<file path="config.mk">
export PLATFORM = sky130hd
export DESIGN_NAME = fair_share_scheduler
export DESIGN_NICKNAME = d
export VERILOG_FILES = /design/src/hw/rtl/fss_pkg.sv /design/src/hw/rtl/fss_ram.sv /design/src/hw/rtl/fss_alu.sv /design/src/hw/rtl/fair_share_scheduler.sv
export SDC_FILE = /design/constraint.sdc
export NUM_CORES = 1
export LEC_CHECK = 0
export BUFFER_PORTS_ARGS = -buffer_cell sky130_fd_sc_hd__buf_2
export CORE_ASPECT_RATIO = 2
export CORE_MARGIN = 2
export CORE_UTILIZATION = 30
export CTS_BUF_LIST = sky130_fd_sc_hd__clkbuf_2
export CTS_CLUSTER_SIZE = 12
export DETAILED_ROUTE_END_ITERATION = 10
export MAX_ROUTING_LAYER = met4
export SETUP_SLACK_MARGIN = 0.5
export SKIP_LAST_GASP = 1
export SYNTH_ARGS = -nofsm -noshare
export SYNTH_HDL_FRONTEND = slang
export SYNTH_HIERARCHICAL = 1
export SYNTH_SLANG_ARGS = --single-unit
export TNS_END_PERCENT = 10
</file>
<file path="constraint.sdc">
create_clock -name i_clk -period 6.7 [get_ports i_clk]
set_input_delay 1.34 -clock i_clk [delete_from_list [all_inputs] [get_ports i_clk]]
set_output_delay 1.34 -clock i_clk [all_outputs]
set_load 0.05 [all_outputs]
</file>
<file path="src/hw/rtl/fss_pkg.sv">
// types and constants of the fair-share scheduler
package fss_pkg;

    localparam int SLOT_W     = 4;
    localparam int WEIGHT_W   = 16;
    localparam int RUN_W      = 32;
    localparam int SLICE_W    = 8;
    localparam int COUNT_W    = 5;
    localparam int ACTION_W   = 2;
    localparam int IN_TDATA_W = 24;
    localparam int RESULT_W   = 12;
    localparam int OUT_TDATA_W = 16;
    localparam logic [SLICE_W-1:0] MAX_SLICE_RST = 8'd5;

    typedef enum logic [ACTION_W-1:0] {
        ACT_ENQUEUE = 2'd0,
        ACT_DEQUEUE = 2'd1,
        ACT_PICK    = 2'd2,
        ACT_TICK    = 2'd3
    } t_action;

    typedef enum logic [3:0] {
        ST_IDLE = 4'b0001,
        ST_EXEC = 4'b0010,
        ST_SCAN = 4'b0100,
        ST_DONE = 4'b1000
    } t_state;

    typedef enum logic {
        ALU_ADD = 1'b0,
        ALU_SUB = 1'b1
    } t_alu_op;

    typedef struct packed {
        t_alu_op          op;
        logic [RUN_W-1:0] a;
        logic [RUN_W-1:0] b;
    } t_alu_req;

    // first member is the top bit, so found lands in bit 0
    typedef struct packed {
        logic               misuse;
        logic [COUNT_W-1:0] queued_count;
        logic               resched;
        logic [SLOT_W-1:0]  chosen_slot;
        logic               found;
    } t_result;

endpackage

</file>
<file path="src/hw/rtl/fss_ram.sv">
// generic single-port-write, single-port-read ram with registered read
module fss_ram #(
    parameter int WIDTH = 40,
    parameter int DEPTH = 16
) (
    input  logic                     i_clk,
    input  logic                     i_wr_en,
    input  logic [$clog2(DEPTH)-1:0] i_wr_addr,
    input  logic [WIDTH-1:0]         i_wr_data,
    input  logic                     i_rd_en,
    input  logic [$clog2(DEPTH)-1:0] i_rd_addr,
    output logic [WIDTH-1:0]         o_rd_data
);

    logic [WIDTH-1:0] r_mem [DEPTH];
    logic [WIDTH-1:0] r_rd_data;

    // write port
    always_ff @(posedge i_clk) begin
        if (i_wr_en) begin
            r_mem[i_wr_addr] <= i_wr_data;
        end
    end

    // registered read port
    always_ff @(posedge i_clk) begin
        if (i_rd_en) begin
            r_rd_data <= r_mem[i_rd_addr];
        end
    end

    assign o_rd_data = r_rd_data;

endmodule

</file>
<file path="src/hw/rtl/fss_alu.sv">
// shared 32-bit adder for run-time update and run-time compare
module fss_alu (
    input  fss_pkg::t_alu_req          i_req,
    output logic [fss_pkg::RUN_W-1:0]  o_sum
);
    import fss_pkg::*;

    logic             sub;
    logic [RUN_W-1:0] b_eff;

    // one carry chain, operand b inverted with carry-in for subtract
    assign sub   = (i_req.op == ALU_SUB);
    assign b_eff = sub ? ~i_req.b : i_req.b;
    assign o_sum = i_req.a + b_eff + {{(RUN_W-1){1'b0}}, sub};

endmodule

</file>
<file path="src/hw/rtl/fair_share_scheduler.sv">
// fair-share task scheduler: slot table, sequencer and shared adder
//
//  channel  | direction | payload                               | transfer when
//  ---------+-----------+---------------------------------------+------------------------
//  s_axis   | in        | tuser action, tdata slot/weight       | tvalid & tready
//  m_axis   | out       | tdata found/slot/resched/count/misuse | tvalid & tready
//  cfg      | in        | max_slice                             | wr_en
//
//  enqueue, dequeue and tick go from transfer to result through one ram read,
//  one update of the slot (only tick adds in the shared adder), one load of the output register.
//  pick scans the table: the scan reads one slot a cycle through the
//  single ram read port and compares it in the shared adder.
//  reset clears per-slot valid bits at once, so no clearing pass is needed.
//  a stalled result holds in the output register; the next item can transfer meanwhile
//  and finishes into the output register once it is free.
module fair_share_scheduler #(
    parameter int NUM_SLOTS = 16
) (
    input  logic                              i_clk,
    input  logic                              i_rst_n,
    input  logic                              i_cfg_wr_en,
    input  logic [fss_pkg::SLICE_W-1:0]       i_cfg_wr_data,
    input  logic                              i_s_axis_tvalid,
    output logic                              o_s_axis_tready,
    // [3:0] slot, [19:4] weight, [23:20] zero
    input  logic [fss_pkg::IN_TDATA_W-1:0]    i_s_axis_tdata,
    // [1:0] action
    input  logic [fss_pkg::ACTION_W-1:0]      i_s_axis_tuser,
    output logic                              o_m_axis_tvalid,
    input  logic                              i_m_axis_tready,
    // [0] found, [4:1] chosen_slot, [5] resched, [10:6] queued_count, [11] misuse,
    // [15:12] zero
    output logic [fss_pkg::OUT_TDATA_W-1:0]   o_m_axis_tdata
);
    import fss_pkg::*;

    localparam int IW = $clog2(NUM_SLOTS);
    localparam int CW = $clog2(NUM_SLOTS + 1);
    localparam int EW = RUN_W + SLICE_W;
    localparam logic [IW-1:0] LAST_IDX = IW'(NUM_SLOTS - 1);

    t_state               r_state, n_state;
    t_action              r_action;
    logic [IW-1:0]        r_addr;
    logic [WEIGHT_W-1:0]  r_weight;
    logic [SLICE_W-1:0]   r_max_slice;
    logic [NUM_SLOTS-1:0] r_mark;
    logic [NUM_SLOTS-1:0] r_ent_vld;
    logic                 r_rd_vld;
    logic [CW-1:0]        r_count;
    logic [IW-1:0]        r_idx;
    logic                 r_issue_done;
    logic                 r_p_vld;
    logic [IW-1:0]        r_p_idx;
    logic                 r_found;
    logic [IW-1:0]        r_best;
    logic [RUN_W-1:0]     r_best_run;
    logic                 r_resched;
    logic                 r_misuse;
    logic                 r_out_valid;
    t_result              r_out;

    logic                 accept;
    logic [SLOT_W-1:0]    in_slot;
    logic [WEIGHT_W-1:0]  in_weight;
    t_action              in_action;
    logic                 slot_ok;
    logic [IW-1:0]        in_addr;
    logic                 rd_en;
    logic [IW-1:0]        rd_addr;
    logic [EW-1:0]        rd_data;
    logic [RUN_W-1:0]     q_run;
    logic [SLICE_W-1:0]   q_slice;
    t_alu_req             alu_req;
    logic [RUN_W-1:0]     alu_sum;
    logic                 wr_en;
    logic [RUN_W-1:0]     new_run;
    logic [SLICE_W-1:0]   new_slice;
    logic                 set_mark;
    logic                 clr_mark;
    logic                 exec_misuse;
    logic                 exec_resched;
    logic                 cur_mark;
    logic                 out_load;
    t_result              result;

    // input unpacking
    assign in_slot   = i_s_axis_tdata[SLOT_W-1:0];
    assign in_weight = i_s_axis_tdata[SLOT_W +: WEIGHT_W];
    assign in_action = t_action'(i_s_axis_tuser);
    assign slot_ok   = (int'(in_slot) < NUM_SLOTS);
    assign in_addr   = IW'(in_slot);

    assign o_s_axis_tready = (r_state == ST_IDLE);
    assign accept          = i_s_axis_tvalid && o_s_axis_tready;

    // slot table read: addressed slot on transfer, scan index while picking
    assign rd_en   = (accept && slot_ok) || ((r_state == ST_SCAN) && !r_issue_done);
    assign rd_addr = (r_state == ST_SCAN) ? r_idx : in_addr;

    fss_ram #(
        .WIDTH (EW),
        .DEPTH (NUM_SLOTS)
    ) u_table (
        .i_clk     (i_clk),
        .i_wr_en   (wr_en),
        .i_wr_addr (r_addr),
        .i_wr_data ({new_run, new_slice}),
        .i_rd_en   (rd_en),
        .i_rd_addr (rd_addr),
        .o_rd_data (rd_data)
    );

    // an entry never written reads as zero
    assign q_run   = r_rd_vld ? rd_data[EW-1:SLICE_W] : '0;
    assign q_slice = r_rd_vld ? rd_data[SLICE_W-1:0] : '0;

    // shared adder: add weight on tick, subtract best run time during scan
    always_comb begin
        alu_req.a = q_run;
        if (r_state == ST_SCAN) begin
            alu_req.op = ALU_SUB;
            alu_req.b  = r_best_run;
        end else begin
            alu_req.op = ALU_ADD;
            alu_req.b  = RUN_W'(r_weight);
        end
    end

    fss_alu u_alu (
        .i_req (alu_req),
        .o_sum (alu_sum)
    );

    // update of the addressed slot
    assign cur_mark = r_mark[r_addr];

    always_comb begin
        wr_en        = 1'b0;
        new_run      = q_run;
        new_slice    = q_slice;
        set_mark     = 1'b0;
        clr_mark     = 1'b0;
        exec_misuse  = 1'b0;
        exec_resched = 1'b0;
        if (r_state == ST_EXEC) begin
            case (r_action)
                ACT_ENQUEUE: begin
                    if (cur_mark) begin
                        exec_misuse = 1'b1;
                    end else begin
                        set_mark = 1'b1;
                        wr_en    = 1'b1;
                        if ((q_slice == '0) || (q_slice > r_max_slice)) begin
                            new_slice = r_max_slice;
                        end
                    end
                end
                ACT_DEQUEUE: begin
                    if (!cur_mark) begin
                        exec_misuse = 1'b1;
                    end else begin
                        clr_mark = 1'b1;
                    end
                end
                ACT_TICK: begin
                    if (q_slice != '0) begin
                        wr_en     = 1'b1;
                        new_slice = q_slice - 1'b1;
                        new_run   = alu_sum;
                    end
                    exec_resched = (new_slice == '0);
                end
                default: begin
                end
            endcase
        end
    end

    // result word
    assign result.found        = r_found;
    assign result.chosen_slot  = SLOT_W'(r_best);
    assign result.resched      = r_resched;
    assign result.queued_count = COUNT_W'(r_count);
    assign result.misuse       = r_misuse;

    assign out_load = (r_state == ST_DONE) && (!r_out_valid || i_m_axis_tready);

    // sequencer
    always_comb begin
        n_state = r_state;
        case (r_state)
            ST_IDLE: begin
                if (accept) begin
                    if (in_action == ACT_PICK) begin
                        n_state = ST_SCAN;
                    end else if (slot_ok) begin
                        n_state = ST_EXEC;
                    end else begin
                        n_state = ST_DONE;
                    end
                end
            end
            ST_EXEC: begin
                n_state = ST_DONE;
            end
            ST_SCAN: begin
                if (r_issue_done && !r_p_vld) begin
                    n_state = ST_DONE;
                end
            end
            ST_DONE: begin
                if (out_load) begin
                    n_state = ST_IDLE;
                end
            end
            default: begin
                n_state = ST_IDLE;
            end
        endcase
    end

    // control and table state
    always_ff @(posedge i_clk) begin
        if (!i_rst_n) begin
            r_state      <= ST_IDLE;
            r_max_slice  <= MAX_SLICE_RST;
            r_mark       <= '0;
            r_ent_vld    <= '0;
            r_count      <= '0;
            r_issue_done <= 1'b0;
            r_p_vld      <= 1'b0;
            r_found      <= 1'b0;
            r_out_valid  <= 1'b0;
        end else begin
            r_state <= n_state;

            if (i_cfg_wr_en) begin
                r_max_slice <= i_cfg_wr_data;
            end

            // valid of the read data follows the registered ram read
            if (rd_en) begin
                r_rd_vld <= r_ent_vld[rd_addr];
            end

            // output register
            if (out_load) begin
                r_out_valid <= 1'b1;
                r_out       <= result;
            end else if (r_out_valid && i_m_axis_tready) begin
                r_out_valid <= 1'b0;
            end

            case (r_state)
                ST_IDLE: begin
                    if (accept) begin
                        r_action     <= in_action;
                        r_addr       <= in_addr;
                        r_weight     <= in_weight;
                        r_resched    <= 1'b0;
                        r_misuse     <= 1'b0;
                        r_found      <= 1'b0;
                        r_best       <= '0;
                        r_idx        <= '0;
                        r_issue_done <= 1'b0;
                        r_p_vld      <= 1'b0;
                    end
                end
                ST_EXEC: begin
                    r_misuse  <= exec_misuse;
                    r_resched <= exec_resched;
                    if (wr_en) begin
                        r_ent_vld[r_addr] <= 1'b1;
                    end
                    if (set_mark) begin
                        r_mark[r_addr] <= 1'b1;
                        r_count        <= r_count + CW'(1);
                    end
                    if (clr_mark) begin
                        r_mark[r_addr] <= 1'b0;
                        r_count        <= r_count - CW'(1);
                    end
                end
                ST_SCAN: begin
                    // issue one read a cycle
                    if (!r_issue_done) begin
                        r_idx <= r_idx + 1'b1;
                        if (r_idx == LAST_IDX) begin
                            r_issue_done <= 1'b1;
                        end
                    end
                    r_p_vld <= !r_issue_done;
                    r_p_idx <= r_idx;
                    // keep the queued slot with least run time, lowest index on ties
                    if (r_p_vld && r_mark[r_p_idx]) begin
                        if (!r_found || alu_sum[RUN_W-1]) begin
                            r_found    <= 1'b1;
                            r_best     <= r_p_idx;
                            r_best_run <= q_run;
                        end
                    end
                end
                ST_DONE: begin
                end
                default: begin
                end
            endcase
        end
    end

    assign o_m_axis_tvalid = r_out_valid;
    assign o_m_axis_tdata  = {{(OUT_TDATA_W - RESULT_W){1'b0}}, r_out};

endmodule

</file>
Yosys cells after proc, flatten, opt, wreduce, memory -nomap -nowiden
Memory sizes are Yosys's and may differ from the RTL's. A register that Yosys moved wholly into a read port is not among the register bits.
Cells that the tools add are included.
W data, S select, Z words.
{ "totals": {"register_bits": 134, "mem_bits_rw": 640, "out_inout_bits": 18, "mem_count": 1} }
{ "classes": {"add_sub_neg": 6, "n_lt_le_gt_ge": 5, "n_eq_ne": 14, "muxes": 66, "bitwise_logic": 5, "reduce_logical": 36} }
{ "memory_table": {"columns": ["name", "words", "word_bits", "rd", "rd_clocked_by_memory_dff", "wr", "line", "rtl"], "rows": [
  ["u_table.r_mem", 16, 40, 1, 1, 1, "fss_ram.sv:15", "logic [WIDTH-1:0] r_mem [DEPTH];"]
]} }
{ "op_table": {"columns": ["op", "count"], "rows": [
  ["$mux W32", 6],
  ["$mux W16", 4],
  ["$mux W8", 7],
  ["$add A32 B1 Y32", 1],
  ["$add A32 B32 Y32", 1],
  ["$mux W4", 8],
  ["$not A32 Y32", 1],
  ["$or A16 B16 Y16", 2],
  ["$mux W1", 23],
  ["$and A16 B16 Y16", 1],
  ["$logic_not A8 Y1", 2],
  ["$not A16 Y16", 1],
  ["$pmux W4 S2", 2],
  ["$pmux W4 S4", 1],
  ["$pmux W8 S2", 1],
  ["$lt A4 B5 Y1 const B", 3],
  ["$pmux W1 S2", 7],
  ["$bmux W1 S4", 3],
  ["$reduce_and A2 Y1", 6],
  ["$reduce_and A4 Y1", 3],
  ["$mux W5", 2],
  ["$reduce_and A3 Y1", 3],
  ["$eq A4 B4 Y1 const B", 2],
  ["$gt A8 B8 Y1", 1],
  ["21 further kinds", 41]
]} }

Depth between registers and ports, before layout
Gate-level depths: netlist of the first run.
{ "depth": {"depth_word": 10, "depth_mapped": 17} }

Modules after synthesis
The synthesis of the first run kept the hierarchy.
{ "by_module_without_submodules": {"columns": ["mod", "instances", "cells_per_inst", "area_per_inst_um2"], "rows": [
  ["fss_ram", 1, 1040, 25532.0],
  ["fair_share_scheduler", 1, 660, 6914.1],
  ["fss_alu", 1, 287, 2133.3]
]} }

Worst setup path after synthesis of the first run
Ideal clock, no wire load.
{ "synth_path": {"kind": "reg2reg", "start": "reg r_rd_vld", "end": "mem u_table.r_mem[0][0] (enable)", "setup_time_ns": 0.487, "t_arrival_ns": 5.596, "t_required_ns": 6.213, "slack_ns": 0.617, "path_stages_with_launch": 11, "period_less_slack_ns": 6.083, "cell_sequence": "edfxtp_1 > buf_2 > clkbuf_1 > nand2_1 > ha_1 > nor3b_1 > a22oi_1 > nand3_1 > a21oi_1 > or3b_2 > nor3_1"} }
{ "synth_between": {"elab_chain_cells": 7} }
{ "synth_rtl": {"columns": ["element", "line", "rtl"], "rows": [
  ["start: declaration", "fair_share_scheduler.sv:49", "logic r_rd_vld;"],
  ["start signal: assignment", "fair_share_scheduler.sv:244", "r_rd_vld <= r_ent_vld[rd_addr];"],
  ["$mux W8", "fair_share_scheduler.sv:116", "assign q_slice = r_rd_vld ? rd_data[SLICE_W-1:0] : '0;"],
  ["$reduce_bool A8 Y1", "fair_share_scheduler.sv:167", "if (q_slice != '0) begin"],
  ["$mux W1", "fair_share_scheduler.sv:167", null],
  ["$pmux W1 S2", "fair_share_scheduler.sv:147", "case (r_action)"],
  ["$mux W1", "fair_share_scheduler.sv:146", "if (r_state == ST_EXEC) begin"],
  ["via wr_en", "fair_share_scheduler.sv:76", "logic wr_en;"],
  ["$mux W1", "fss_ram.sv:20", "if (i_wr_en) begin"],
  ["$mux W1 (not written as such)", "fss_ram.sv:21", "r_mem[i_wr_addr] <= i_wr_data;"],
  ["end: declaration", "fss_ram.sv:15", null]
]} }
The timed path passes the listed nets, and every way through them passes these cells.

==> results of run 1 <==
[report_power, final]
part / leakage, nW / total (mW) / switching (mW) / internal [mW]
Clock: 1.15 / 3.15 / 1.90 / 1.25
Combinational: 4.61 / 2.28 / 1.52 / 0.761
Sequential: 7.40 / 6.16 / 0.101 / 6.06
Total: 13.2 / 11.6 / 3.52 / 8.07
[routing by layer]
| layer | vias up | track usage | part of all wire |
|---|---|---|---|
| li1 | 8344 | - | - |
| met1 | 9773 | 0.152 | 0.36 |
| met2 | 685 | 0.277 | 0.56 |
| met3 | 221 | 0.0183 | 0.045 |
| met4 | 0 | 0.0711 | 0.041 |
| met5 | - | - | 0 |
[cell type report]
cell class	count	area (um^2)	share of cell area
clock inverter	49	460	0.0120
inverter	32	133	0.00347
sequential	814	23900	0.625
antenna	2	5.00	0.000131
tap	1513	1890	0.0495
timing repair buffer	92	646	0.0169
clock buffer	222	1110	0.0290
multi-input combinational	1039	10100	0.264
[placed cells by master (no fill, tap or decap), types with 9 or more instances in the layout]
master	count
a21o_1	19
a21oi_1	49
a22oi_1	84
a31oi_1	9
and2_1	62
and3_1	10
buf_2	48
buf_4	38
bufinv_16	9
clkbuf_2	222
clkinv_1	25
dfxtp_1	53
edfxtp_1	761
ha_1	45
inv_1	29
mux2_2	35
mux2i_1	22
mux4_1	60
mux4_2	110
nand2_1	160
nand3_1	22
nand4_1	10
nor2_1	61
nor2_4	14
nor2b_1	9
nor3_1	11
o211ai_1	13
o21ai_0	41
o221a_2	16
xnor2_1	21
xor2_1	46
[flip-flops by register name (all words and copies together), names as in the netlist, 2 cells and up]
| name | flops |
|---|---|
| r_count | 5 |
| u_table/o_rd_data | 40 |
| r_p_idx | 4 |
| u_table/r_mem | 640 |
| r_action | 2 |
| r_max_slice | 8 |
| r_mark | 16 |
| r_best | 4 |
| r_state | 4 |
| r_weight | 16 |
| r_addr | 4 |
| r_idx | 4 |
| r_ent_vld | 16 |
| r_best_run | 32 |
| o_m_axis_tdata | 12 |
[worst max-delay path by stage]
stage | from | to | slack [ns] | cells past startpoint
after floorplan | r_rd_vld | u_table/r_mem[0][0] | 0.62 | 10
after global placement | r_state[1] | r_best_run[24] | 1.32 | 15
after detailed placement | r_state[1] | r_best_run[24] | 1.30 | 16
after CTS | r_state[1] | r_best_run[28] | 1.18 | 16
after global routing | r_state[1] | r_best_run[24] | 0.90 | 15
final | r_state[1] | r_best_run[18] | 1.19 | 16
[critical path, stage by stage (launching register included)]
cell	delay, ns
dfxtp_1	0.36
or4b_1	0.60
inv_2	0.26
buf_4	0.25
nand2_1	0.07
nand2_1	0.07
xor2_1	0.17
ha_1	0.29
a21o_1	0.23
or3_1	0.43
a21oi_4	0.27
nor3_1	0.12
o21ai_0	0.15
nor3b_1	0.58
o2111ai_1	0.30
nor2_4	0.62
buf_4	0.32
[stage by stage]
step | util | hold slack, ns
3_5_place_dp | 0.320 | 0.407
2_1_floorplan | - | 0.400
5_1_grt | 0.333 | 0.0865
6_report | 0.333 | 0.181
4_1_cts | 0.333 | 0.0267
3_3_place_gp | 0.320 | 0.403
[kinds of logic (layout without fill, tap and decap cells)]
group                    count (synthesis)  in the layout  share of synthesized area
flip-flops                             814            814                      0.692
AND/OR/NAND/NOR                        406            406                     0.0567
AO/OA/AOI/OAI                          286            286                     0.0596
multiplexers                           229            229                      0.136
buffers and inverters                  137            395                     0.0215
XOR/XNOR                                67             67                     0.0170
adder cells (fa/ha/maj)                 47             47                     0.0174
other                                    1              6                   0.000108
==> results.py, run 1 <==
metrics = {
    "power_and_ir_drop": {
        "peakVddDrop_mv": 0.141,
        "cellLeakagePower_nw": 13.2,
        "fin_total_pwr_mw": 11.6,
        "powerDensity_mw_per_mm2": 303,
    },
    "synth": {
        "ys_warn_count": 6,
        "synth.most_common_cell": "edfxtp_1",
        "syn_area_mm2": 0.0346,
        "synth_cell_types": 80,
        "yosysSeqAreaShare": 0.692,
        "ys.flop_type": "edfxtp_1",
        "yosys.area.top_type": "edfxtp_1",
        "async_flop_share": 0,
        "ys_top_cells_by_count": "edfxtp_1 (761), nand2_1 (160), mux4_2 (110)",
        "synth_top_area_share": 0.661,
        "synth_seq_cells": 814,
        "synth_edf_count": 761,
        "synth_cells": 1987,
        "syn_avg_cell_area_um2": 17.4,
        "synthTopCellsByArea": "edfxtp_1 (66%), mux4_2 (7.2%), mux4_1 (4.6%)",
    },
    "detailed_routing": {
        "drt_iter0_drc": 1208,
        "via_count": 19000,
        "via_per_inst": 5.06,
        "postRouteAntennaNets": 0,
        "route.detailed.drc": 0,
        "wl_mm": 86.2,
        "firstDrtPassIters": 5,
        "wire_per_inst_um": 22.9,
    },
    "place": {
        "place.gp.congestion": 0.855,
        "pre_cts_ws_ns": 1.30,
        "placed_area_mm2": 0.0367,
        "portBuffers": 48,
        "dp_cells": 3490,
        "hpwl_mm": 48.8,
    },
    "global_routing": {
        "antenna_found_initial": 1,
        "grt_usage": 0.148,
        "grt_pass1_vias": 20400,
        "overflow": 0,
        "grt_max_degree": 78,
        "grt_pass1_wl_mm": 126,
    },
    "clock_tree": {
        "ctsResizeCount": 0,
        "cts_made_buffers": 165,
        "cts_max_path_buffers": 3,
        "cts-root-buf": "clkbuf_2",
        "cts_setup_buffers": 0,
        "cts-htree-levels": 4,
        "clk_pin_slew_ns": 0.13,
        "cts_tree": "done",
        "clock_latency_ns": 1.34,
        "clock-sinks": 814,
        "postCtsHoldBufs": 0,
    },
    "worst_setup_path": {
        "cp.arrival_ns": 6.46,
        "critPathCaptureType": "flop",
        "critPathLaunchType": "flop",
        "crit_type": "flop to flop",
        "r2r-start": "r_state[1]",
        "reg2reg_setup_slack_ns": 1.19,
        "rr_endpoint": "r_best_run[18]",
        "path_max_fanout": 17,
        "r2r_cells": 16,
        "critPathRequiredTime_ns": 7.65,
    },
    "worst_hold_path": {
        "holdPathStages": 1,
        "hold_start": "i_s_axis_tdata[11]",
        "hold-path-endpoint": "r_weight[7]",
        "hold_class": "input port to flop",
    },
    "layout": {
        "fin_cells": 3763,
        "fin_nets": 2230,
        "n_fill_cell": 10900,
        "layout-drive-gt1-share": 0.243,
        "syn_to_final_growth_pct": 10.6,
        "fin_area_mm2": 0.0383,
    },
    "run": {
        "maxCapViolCount": 0,
    },
    "floorplanning": {
        "die_x_um": 244,
        "die-area_mm2": 0.118,
        "start_util": 0.301,
        "rows": 176,
        "core_mm2": 0.115,
        "io_pins": 57,
        "dieHeight_um": 484,
    },
    "timing": {
        "finalSetupViolations": 0,
        "post-route-min-period_ns": 5.51,
        "hold_violations": 0,
        "slew_headroom": 0.119,
        "final_max_slew_viol_count": 0,
        "skew_ns": 0.116,
        "fin_ws_ns": 1.19,
        "fin_crit_sh": 0.823,
        "rsz0062_at_grt": "false",
        "tightest_slew_ns": 1.32,
        "tns_ns": 0,
        "max_freq_ghz": 0.181,
    },
    "outcome": {
        "outcome": "complete, no violations",
    },
}
(Power assumes the default switching activity.)
==> run 2: changes to the inputs <==
==> constraint.sdc (replaced) <==
create_clock -name i_clk -period 5.7 [get_ports i_clk]
set_input_delay 1.14 -clock i_clk [delete_from_list [all_inputs] [get_ports i_clk]]
set_output_delay 1.14 -clock i_clk [all_outputs]
set_load 0.05 [all_outputs]
==> results.py, run 2 (synthesis results as in run 1) <==
metrics = {
    "outcome": {
        "outcome": "complete, no violations",
    },
    "worst_setup_path": {
        "cp.arrival_ns": 5.94,
        "path_max_fanout": 16,
        "r2r-start": "r_state[1]",
        "critPathCaptureType": "flop",
        "crit_path_start": "r_state[1]",
        "crit_end": "u_table/r_mem[1][36]",
        "reg2reg_setup_slack_ns": 0.69,
        "critPathLaunchType": "flop",
        "cp_slowest_stage_delay_ns": 0.58,
        "path_cells": "or4b_1 > inv_2 > buf_4 > buf_4 > nand2_1 > nand2_1 > mux2_4 > fa_1 > a21o_1 > a211o_1 > a21oi_1 > o21ai_0 > a31oi_1 > xnor2_1 > mux2_2",
        "r2r_cells": 15,
        "cp_slowest_cell": "or4b_1",
        "critPathRequiredTime_ns": 6.63,
        "rr_endpoint": "u_table/r_mem[1][36]",
        "crit_type": "flop to flop",
    },
    "global_routing": {
        "grt_max_degree": 96,
        "grt_pass1_wl_mm": 128,
        "antenna_found_initial": 2,
        "grt_usage": 0.150,
        "grt_pass1_vias": 20700,
        "overflow": 0,
    },
    "worst_hold_path": {
        "holdPathStages": 3,
        "hold_class": "input port to flop",
    },
    "clock_tree": {
        "cts_tree": "done",
        "cts-root-buf": "clkbuf_2",
        "clk_pin_slew_ns": 0.15,
        "cts_max_path_buffers": 3,
        "clock_latency_ns": 1.30,
        "cts_made_buffers": 164,
        "cts-htree-levels": 4,
        "clock-sinks": 814,
    },
    "power_and_ir_drop": {
        "peakVddDrop_mv": 0.175,
        "fin_total_pwr_mw": 13.6,
        "cellLeakagePower_nw": 13.4,
        "powerDensity_mw_per_mm2": 350,
    },
    "timing": {
        "tightest_slew_ns": 1.22,
        "final_max_slew_viol_count": 0,
        "hold_violations": 0,
        "tns_ns": 0,
        "skew_ns": 0.142,
        "fin_crit_sh": 0.879,
        "slew_headroom": 0.179,
        "rsz0062_at_grt": "false",
        "finalSetupViolations": 0,
        "post-route-min-period_ns": 5.01,
        "max_freq_ghz": 0.200,
    },
    "detailed_routing": {
        "via_per_inst": 5.03,
        "wire_per_inst_um": 22.7,
        "wl_mm": 87.1,
        "via_count": 19300,
        "firstDrtPassIters": 5,
        "drt_iter0_drc": 1069,
        "route.detailed.drc": 0,
        "postRouteAntennaNets": 0,
    },
    "layout": {
        "regMostFlops": "u_table/r_mem",
        "layout-drive-gt1-share": 0.250,
        "mostFrequentLayoutCell": "edfxtp_1",
        "fin_nets": 2276,
        "n_fill_cell": 10900,
        "most-common-layout-cells": "edfxtp_1 (761), clkbuf_2 (231), nand2_1 (160)",
        "post-route-util": 0.338,
        "largest_reg_flops": 640,
        "syn_to_final_growth_pct": 12.2,
    },
    "floorplanning": {
        "dieHeight_um": 484,
        "start_util": 0.301,
        "rows": 176,
        "die_x_um": 244,
        "die-area_mm2": 0.118,
        "io_pins": 57,
        "core_mm2": 0.115,
    },
    "run": {
        "maxCapViolCount": 0,
    },
    "place": {
        "portBuffers": 48,
        "place.gp.congestion": 0.870,
        "hpwl_mm": 51.5,
    },
}
run 2: changes by cell type in the layout (fill, tap and decap cells not counted), sizes merged:
cell	previous run	this run
buf	92	108
bufinv	9	6
clkbuf	222	231
clkinv	34	54
clkinvlp	1	4
dlygate4sd3	0	31
inv	37	33
run 2: repair_timing:
action	4_1_cts	5_1_grt
hold buffers	31	0
endpoints found under the hold margin	33	0
gates resized for setup	0	2
buffers inserted	0	1
setup endpoints to repair	0	100
run 2: cell type report:
class / count / area [um^2] / area share
Antenna cell: 2 / 5.00 / 0.000129
Clock buffer: 231 / 1160 / 0.0298
Clock inverter: 65 / 449 / 0.0116
Inverter: 32 / 133 / 0.00342
Multi-Input combinational cell: 1039 / 10100 / 0.261
Sequential cell: 814 / 23900 / 0.616
Tap cell: 1513 / 1890 / 0.0488
Timing Repair Buffer: 139 / 1130 / 0.0292
run 2: how the worst min path moves through the flow:
stage                          from                  to
floorplan                  r_misuse  o_m_axis_tdata[11]
global placement           r_misuse  o_m_axis_tdata[11]
detailed placement         r_misuse  o_m_axis_tdata[11]
CTS                 i_s_axis_tvalid          r_state[0]
global route                i_rst_n      r_max_slice[6]
finish                      i_rst_n      r_max_slice[6]
run 2: per-stage QoR:
step	worst slack, ns	area (um^2)	hold slack, ns	instances
5_1_grt	0.533	38800	0.114	3835
6_report	0.688	38800	0.212	3835
3_3_place_gp	0.711	36900	0.406	3505
4_1_cts	0.528	38800	0.0429	3832
3_5_place_dp	0.655	36900	0.407	3505
2_1_floorplan	-0.0572	34600	0.400	1990
run 2: where the power goes:
group	total (mW)	switching (mW)	internal, mW
registers	7.26	0.133	7.12
logic	2.72	1.80	0.920
clock network	3.61	2.23	1.38
run 2: worst max-delay path, delay by kind of cell, from the launching register on:
kind / cells / cell delay, ns
AO/OA/AOI/OAI: 5 / 1.60
AND/OR/NAND/NOR: 3 / 0.73
multiplexers: 2 / 0.73
buffers and inverters: 3 / 0.64
adder cells (fa/ha/maj): 1 / 0.43
flip-flops: 1 / 0.36
XOR/XNOR: 1 / 0.13
run 2: layer usage:
layer  part of all wire  global-route usage  vias to the layer above
met5                  0                   -                        -
met4              0.039              0.0661                        0
met3              0.034              0.0204                      221
met2               0.58               0.292                      606
met1               0.35               0.143                     9990
li1                   -                   -                     8476
==> run 3: changes to the inputs <==
--- a/config.mk
+++ b/config.mk
@@ -17,6 +17,5 @@
 export SKIP_LAST_GASP = 1
 export SYNTH_ARGS = -nofsm -noshare
 export SYNTH_HDL_FRONTEND = slang
-export SYNTH_HIERARCHICAL = 1
 export SYNTH_SLANG_ARGS = --single-unit
 export TNS_END_PERCENT = 10
==> constraint.sdc (replaced) <==
create_clock -name i_clk -period 5.2 [get_ports i_clk]
set_input_delay 1.04 -clock i_clk [delete_from_list [all_inputs] [get_ports i_clk]]
set_output_delay 1.04 -clock i_clk [all_outputs]
set_load 0.05 [all_outputs]
==> results.py, run 3 <==
metrics = {
    "global_routing": {
        "grt_pass1_vias": 20800,
        "grt_pass1_wl_mm": 127,
        "grt_usage": 0.151,
        "grt_max_degree": 83,
        "overflow": 0,
        "antenna_found_initial": 1,
    },
    "worst_setup_path": {
        "r2r-start": "r_state[3]",
        "critPathRequiredTime_ns": 6.19,
        "critPathLaunchType": "flop",
        "rr_endpoint": "u_table.r_mem[12][36]",
        "crit_type": "flop to flop",
        "critPathCaptureType": "flop",
        "path_max_fanout": 60,
        "cp.arrival_ns": 5.57,
        "r2r_cells": 15,
        "reg2reg_setup_slack_ns": 0.62,
    },
    "synth": {
        "async_flop_share": 0,
        "synth.most_common_cell": "edfxtp_1",
        "synth_edf_count": 761,
        "synth_seq_cells": 814,
        "yosysSeqAreaShare": 0.702,
        "ys_warn_count": 0,
        "syn_area_mm2": 0.0340,
        "synth_cell_types": 74,
        "ys.flop_type": "edfxtp_1",
        "syn_avg_cell_area_um2": 17.0,
        "ys_top_cells_by_count": "edfxtp_1 (761), nand2_1 (193), mux4_2 (173)",
        "synth_cells": 1997,
        "synth_top_area_share": 0.671,
        "synthTopCellsByArea": "edfxtp_1 (67%), mux4_2 (11%), dfxtp_1 (3.1%)",
        "yosys.area.top_type": "edfxtp_1",
    },
    "layout": {
        "most-common-layout-cells": "edfxtp_1 (761), clkbuf_2 (215), nand2_1 (192)",
        "fin_cells": 3846,
        "fin_nets": 2322,
        "regMostFlops": "u_table.r_mem",
        "layout-drive-gt1-share": 0.258,
        "largest_reg_flops": 640,
        "post-route-util": 0.342,
        "fin_area_mm2": 0.0385,
        "syn_to_final_growth_pct": 13.1,
        "n_fill_cell": 10700,
        "mostFrequentLayoutCell": "edfxtp_1",
    },
    "detailed_routing": {
        "via_count": 19100,
        "via_per_inst": 4.98,
        "wire_per_inst_um": 22.2,
        "route.detailed.drc": 0,
        "wl_mm": 85.5,
        "firstDrtPassIters": 9,
        "drt_iter0_drc": 1416,
        "postRouteAntennaNets": 0,
    },
    "floorplanning": {
        "rows": 174,
        "io_pins": 57,
        "die-area_mm2": 0.116,
        "start_util": 0.302,
        "dieHeight_um": 480,
        "die_x_um": 242,
        "core_mm2": 0.113,
    },
    "place": {
        "place.gp.congestion": 0.931,
        "placed_area_mm2": 0.0366,
        "hpwl_mm": 48.3,
        "portBuffers": 48,
        "dp_cells": 3523,
    },
    "timing": {
        "tightest_slew_ns": 1.30,
        "tns_ns": 0,
        "max_freq_ghz": 0.218,
        "slew_headroom": 0.129,
        "fin_crit_sh": 0.880,
        "rsz0062_at_grt": "true",
        "final_max_slew_viol_count": 0,
        "post-route-min-period_ns": 4.58,
        "skew_ns": 0.143,
        "hold_violations": 0,
        "finalSetupViolations": 0,
    },
    "power_and_ir_drop": {
        "fin_total_pwr_mw": 12.0,
        "cellLeakagePower_nw": 12.8,
        "peakVddDrop_mv": 0.172,
        "powerDensity_mw_per_mm2": 311,
    },
    "clock_tree": {
        "cts_made_buffers": 164,
        "cts-htree-levels": 4,
        "cts_tree": "done",
        "clock_latency_ns": 1.34,
        "cts_max_path_buffers": 3,
        "clock-sinks": 814,
        "cts-root-buf": "clkbuf_2",
        "clk_pin_slew_ns": 0.15,
    },
    "worst_hold_path": {
        "hold_class": "input port to flop",
        "hold_start": "i_cfg_wr_en",
        "holdPathStages": 3,
        "hold-path-endpoint": "r_max_slice[1]",
    },
    "outcome": {
        "outcome": "complete, no violations",
    },
    "run": {
        "maxCapViolCount": 0,
    },
}
[run 3: changes by cell type after synthesis, moves of 30 or more]
| cell | previous run | this run |
|---|---|---|
| a211oi_1 | 2 | 47 |
| a22oi_1 | 84 | 2 |
| a31oi_1 | 9 | 44 |
| mux2_2 | 35 | 1 |
| mux4_1 | 60 | 0 |
| mux4_2 | 110 | 173 |
| nand2_1 | 160 | 193 |
| xor2_1 | 46 | 16 |
[run 3: layout make-up]
| cell class | instances | area [um^2] | share of cell area |
|---|---|---|---|
| clock buffer | 215 | 1080 | 0.0279 |
| inverter | 40 | 150 | 0.00390 |
| clock inverter | 65 | 403 | 0.0105 |
| multi-input combinational | 1035 | 9470 | 0.246 |
| sequential | 814 | 23900 | 0.621 |
| timing repair buffer | 179 | 1630 | 0.0424 |
| tap | 1496 | 1870 | 0.0486 |
| antenna | 2 | 5.00 | 0.000130 |
[run 3: worst max-delay path, stage by stage, from the launching register on]
cell and delay [ns]:
dfxtp_1 0.42, or4b_2 0.75, buf_12 0.25, nand2_1 0.09, o21ai_0 0.14, fa_1 0.43
a21oi_1 0.24, o22ai_1 0.18, a21o_1 0.24, a211oi_1 0.37, o31ai_1 0.19, buf_4 0.17
a21oi_1 0.20, xor2_1 0.16, o21ai_0 0.14, buf_4 0.25
[run 3: repair_timing]
action	4_1_cts	5_1_grt
setup buffers	0	1
pin swaps	0	1
setup endpoints to repair	67	217
gates resized for setup	3	5
endpoints found under the hold margin	35	0
gates cloned	0	0
hold buffers	38	0
[run 3: layer usage]
layer | share of wire | routed length [um] | track usage | vias to the layer above
met2 | 0.56 | 48000 | 0.287 | 624
met4 | 0.047 | 4040 | 0.0791 | 0
met3 | 0.040 | 3450 | 0.0190 | 228
met5 | 0 | 0 | - | -
li1 | - | - | - | 8431
met1 | 0.35 | 29900 | 0.149 | 9855
[run 3: how the worst max path moves through the flow]
stage	startpoint	end	slack, ns
2_1_floorplan	r_state[3]	r_idx[0]	0.22
3_3_place_gp	r_state[3]	u_table.r_mem[13][32]	0.46
3_5_place_dp	r_state[3]	u_table.r_mem[4][32]	0.17
4_1_cts	r_state[3]	r_best_run[12]	0.38
5_1_grt	r_state[3]	u_table.r_mem[12][36]	0.40
6_report	r_state[3]	u_table.r_mem[12][36]	0.62
[run 3: logic make-up after synthesis]
logic type / after synthesis / share of synthesized area
flip-flops: 814 / 0.702
AND/OR/NAND/NOR: 449 / 0.0650
AO/OA/AOI/OAI: 306 / 0.0601
multiplexers: 188 / 0.119
buffers and inverters: 151 / 0.0244
adder cells (fa/ha/maj): 49 / 0.0184
XOR/XNOR: 39 / 0.0100
other: 1 / 0.000110
[run 3: through the flow]
| stage | hold slack [ns] | setup WS [ns] |
|---|---|---|
| 2_1_floorplan | 0.400 | 0.216 |
| 3_3_place_gp | 0.404 | 0.458 |
| 3_5_place_dp | 0.405 | 0.168 |
| 4_1_cts | 0.00791 | 0.378 |
| 5_1_grt | 0.125 | 0.395 |
| 6_report | 0.155 | 0.622 |
[run 3: power by group]
part	leakage [nW]	internal [mW]	switching, mW
clock	1.08	1.38	2.42
sequential	7.40	7.25	0.0347
combinational	4.33	0.351	0.556
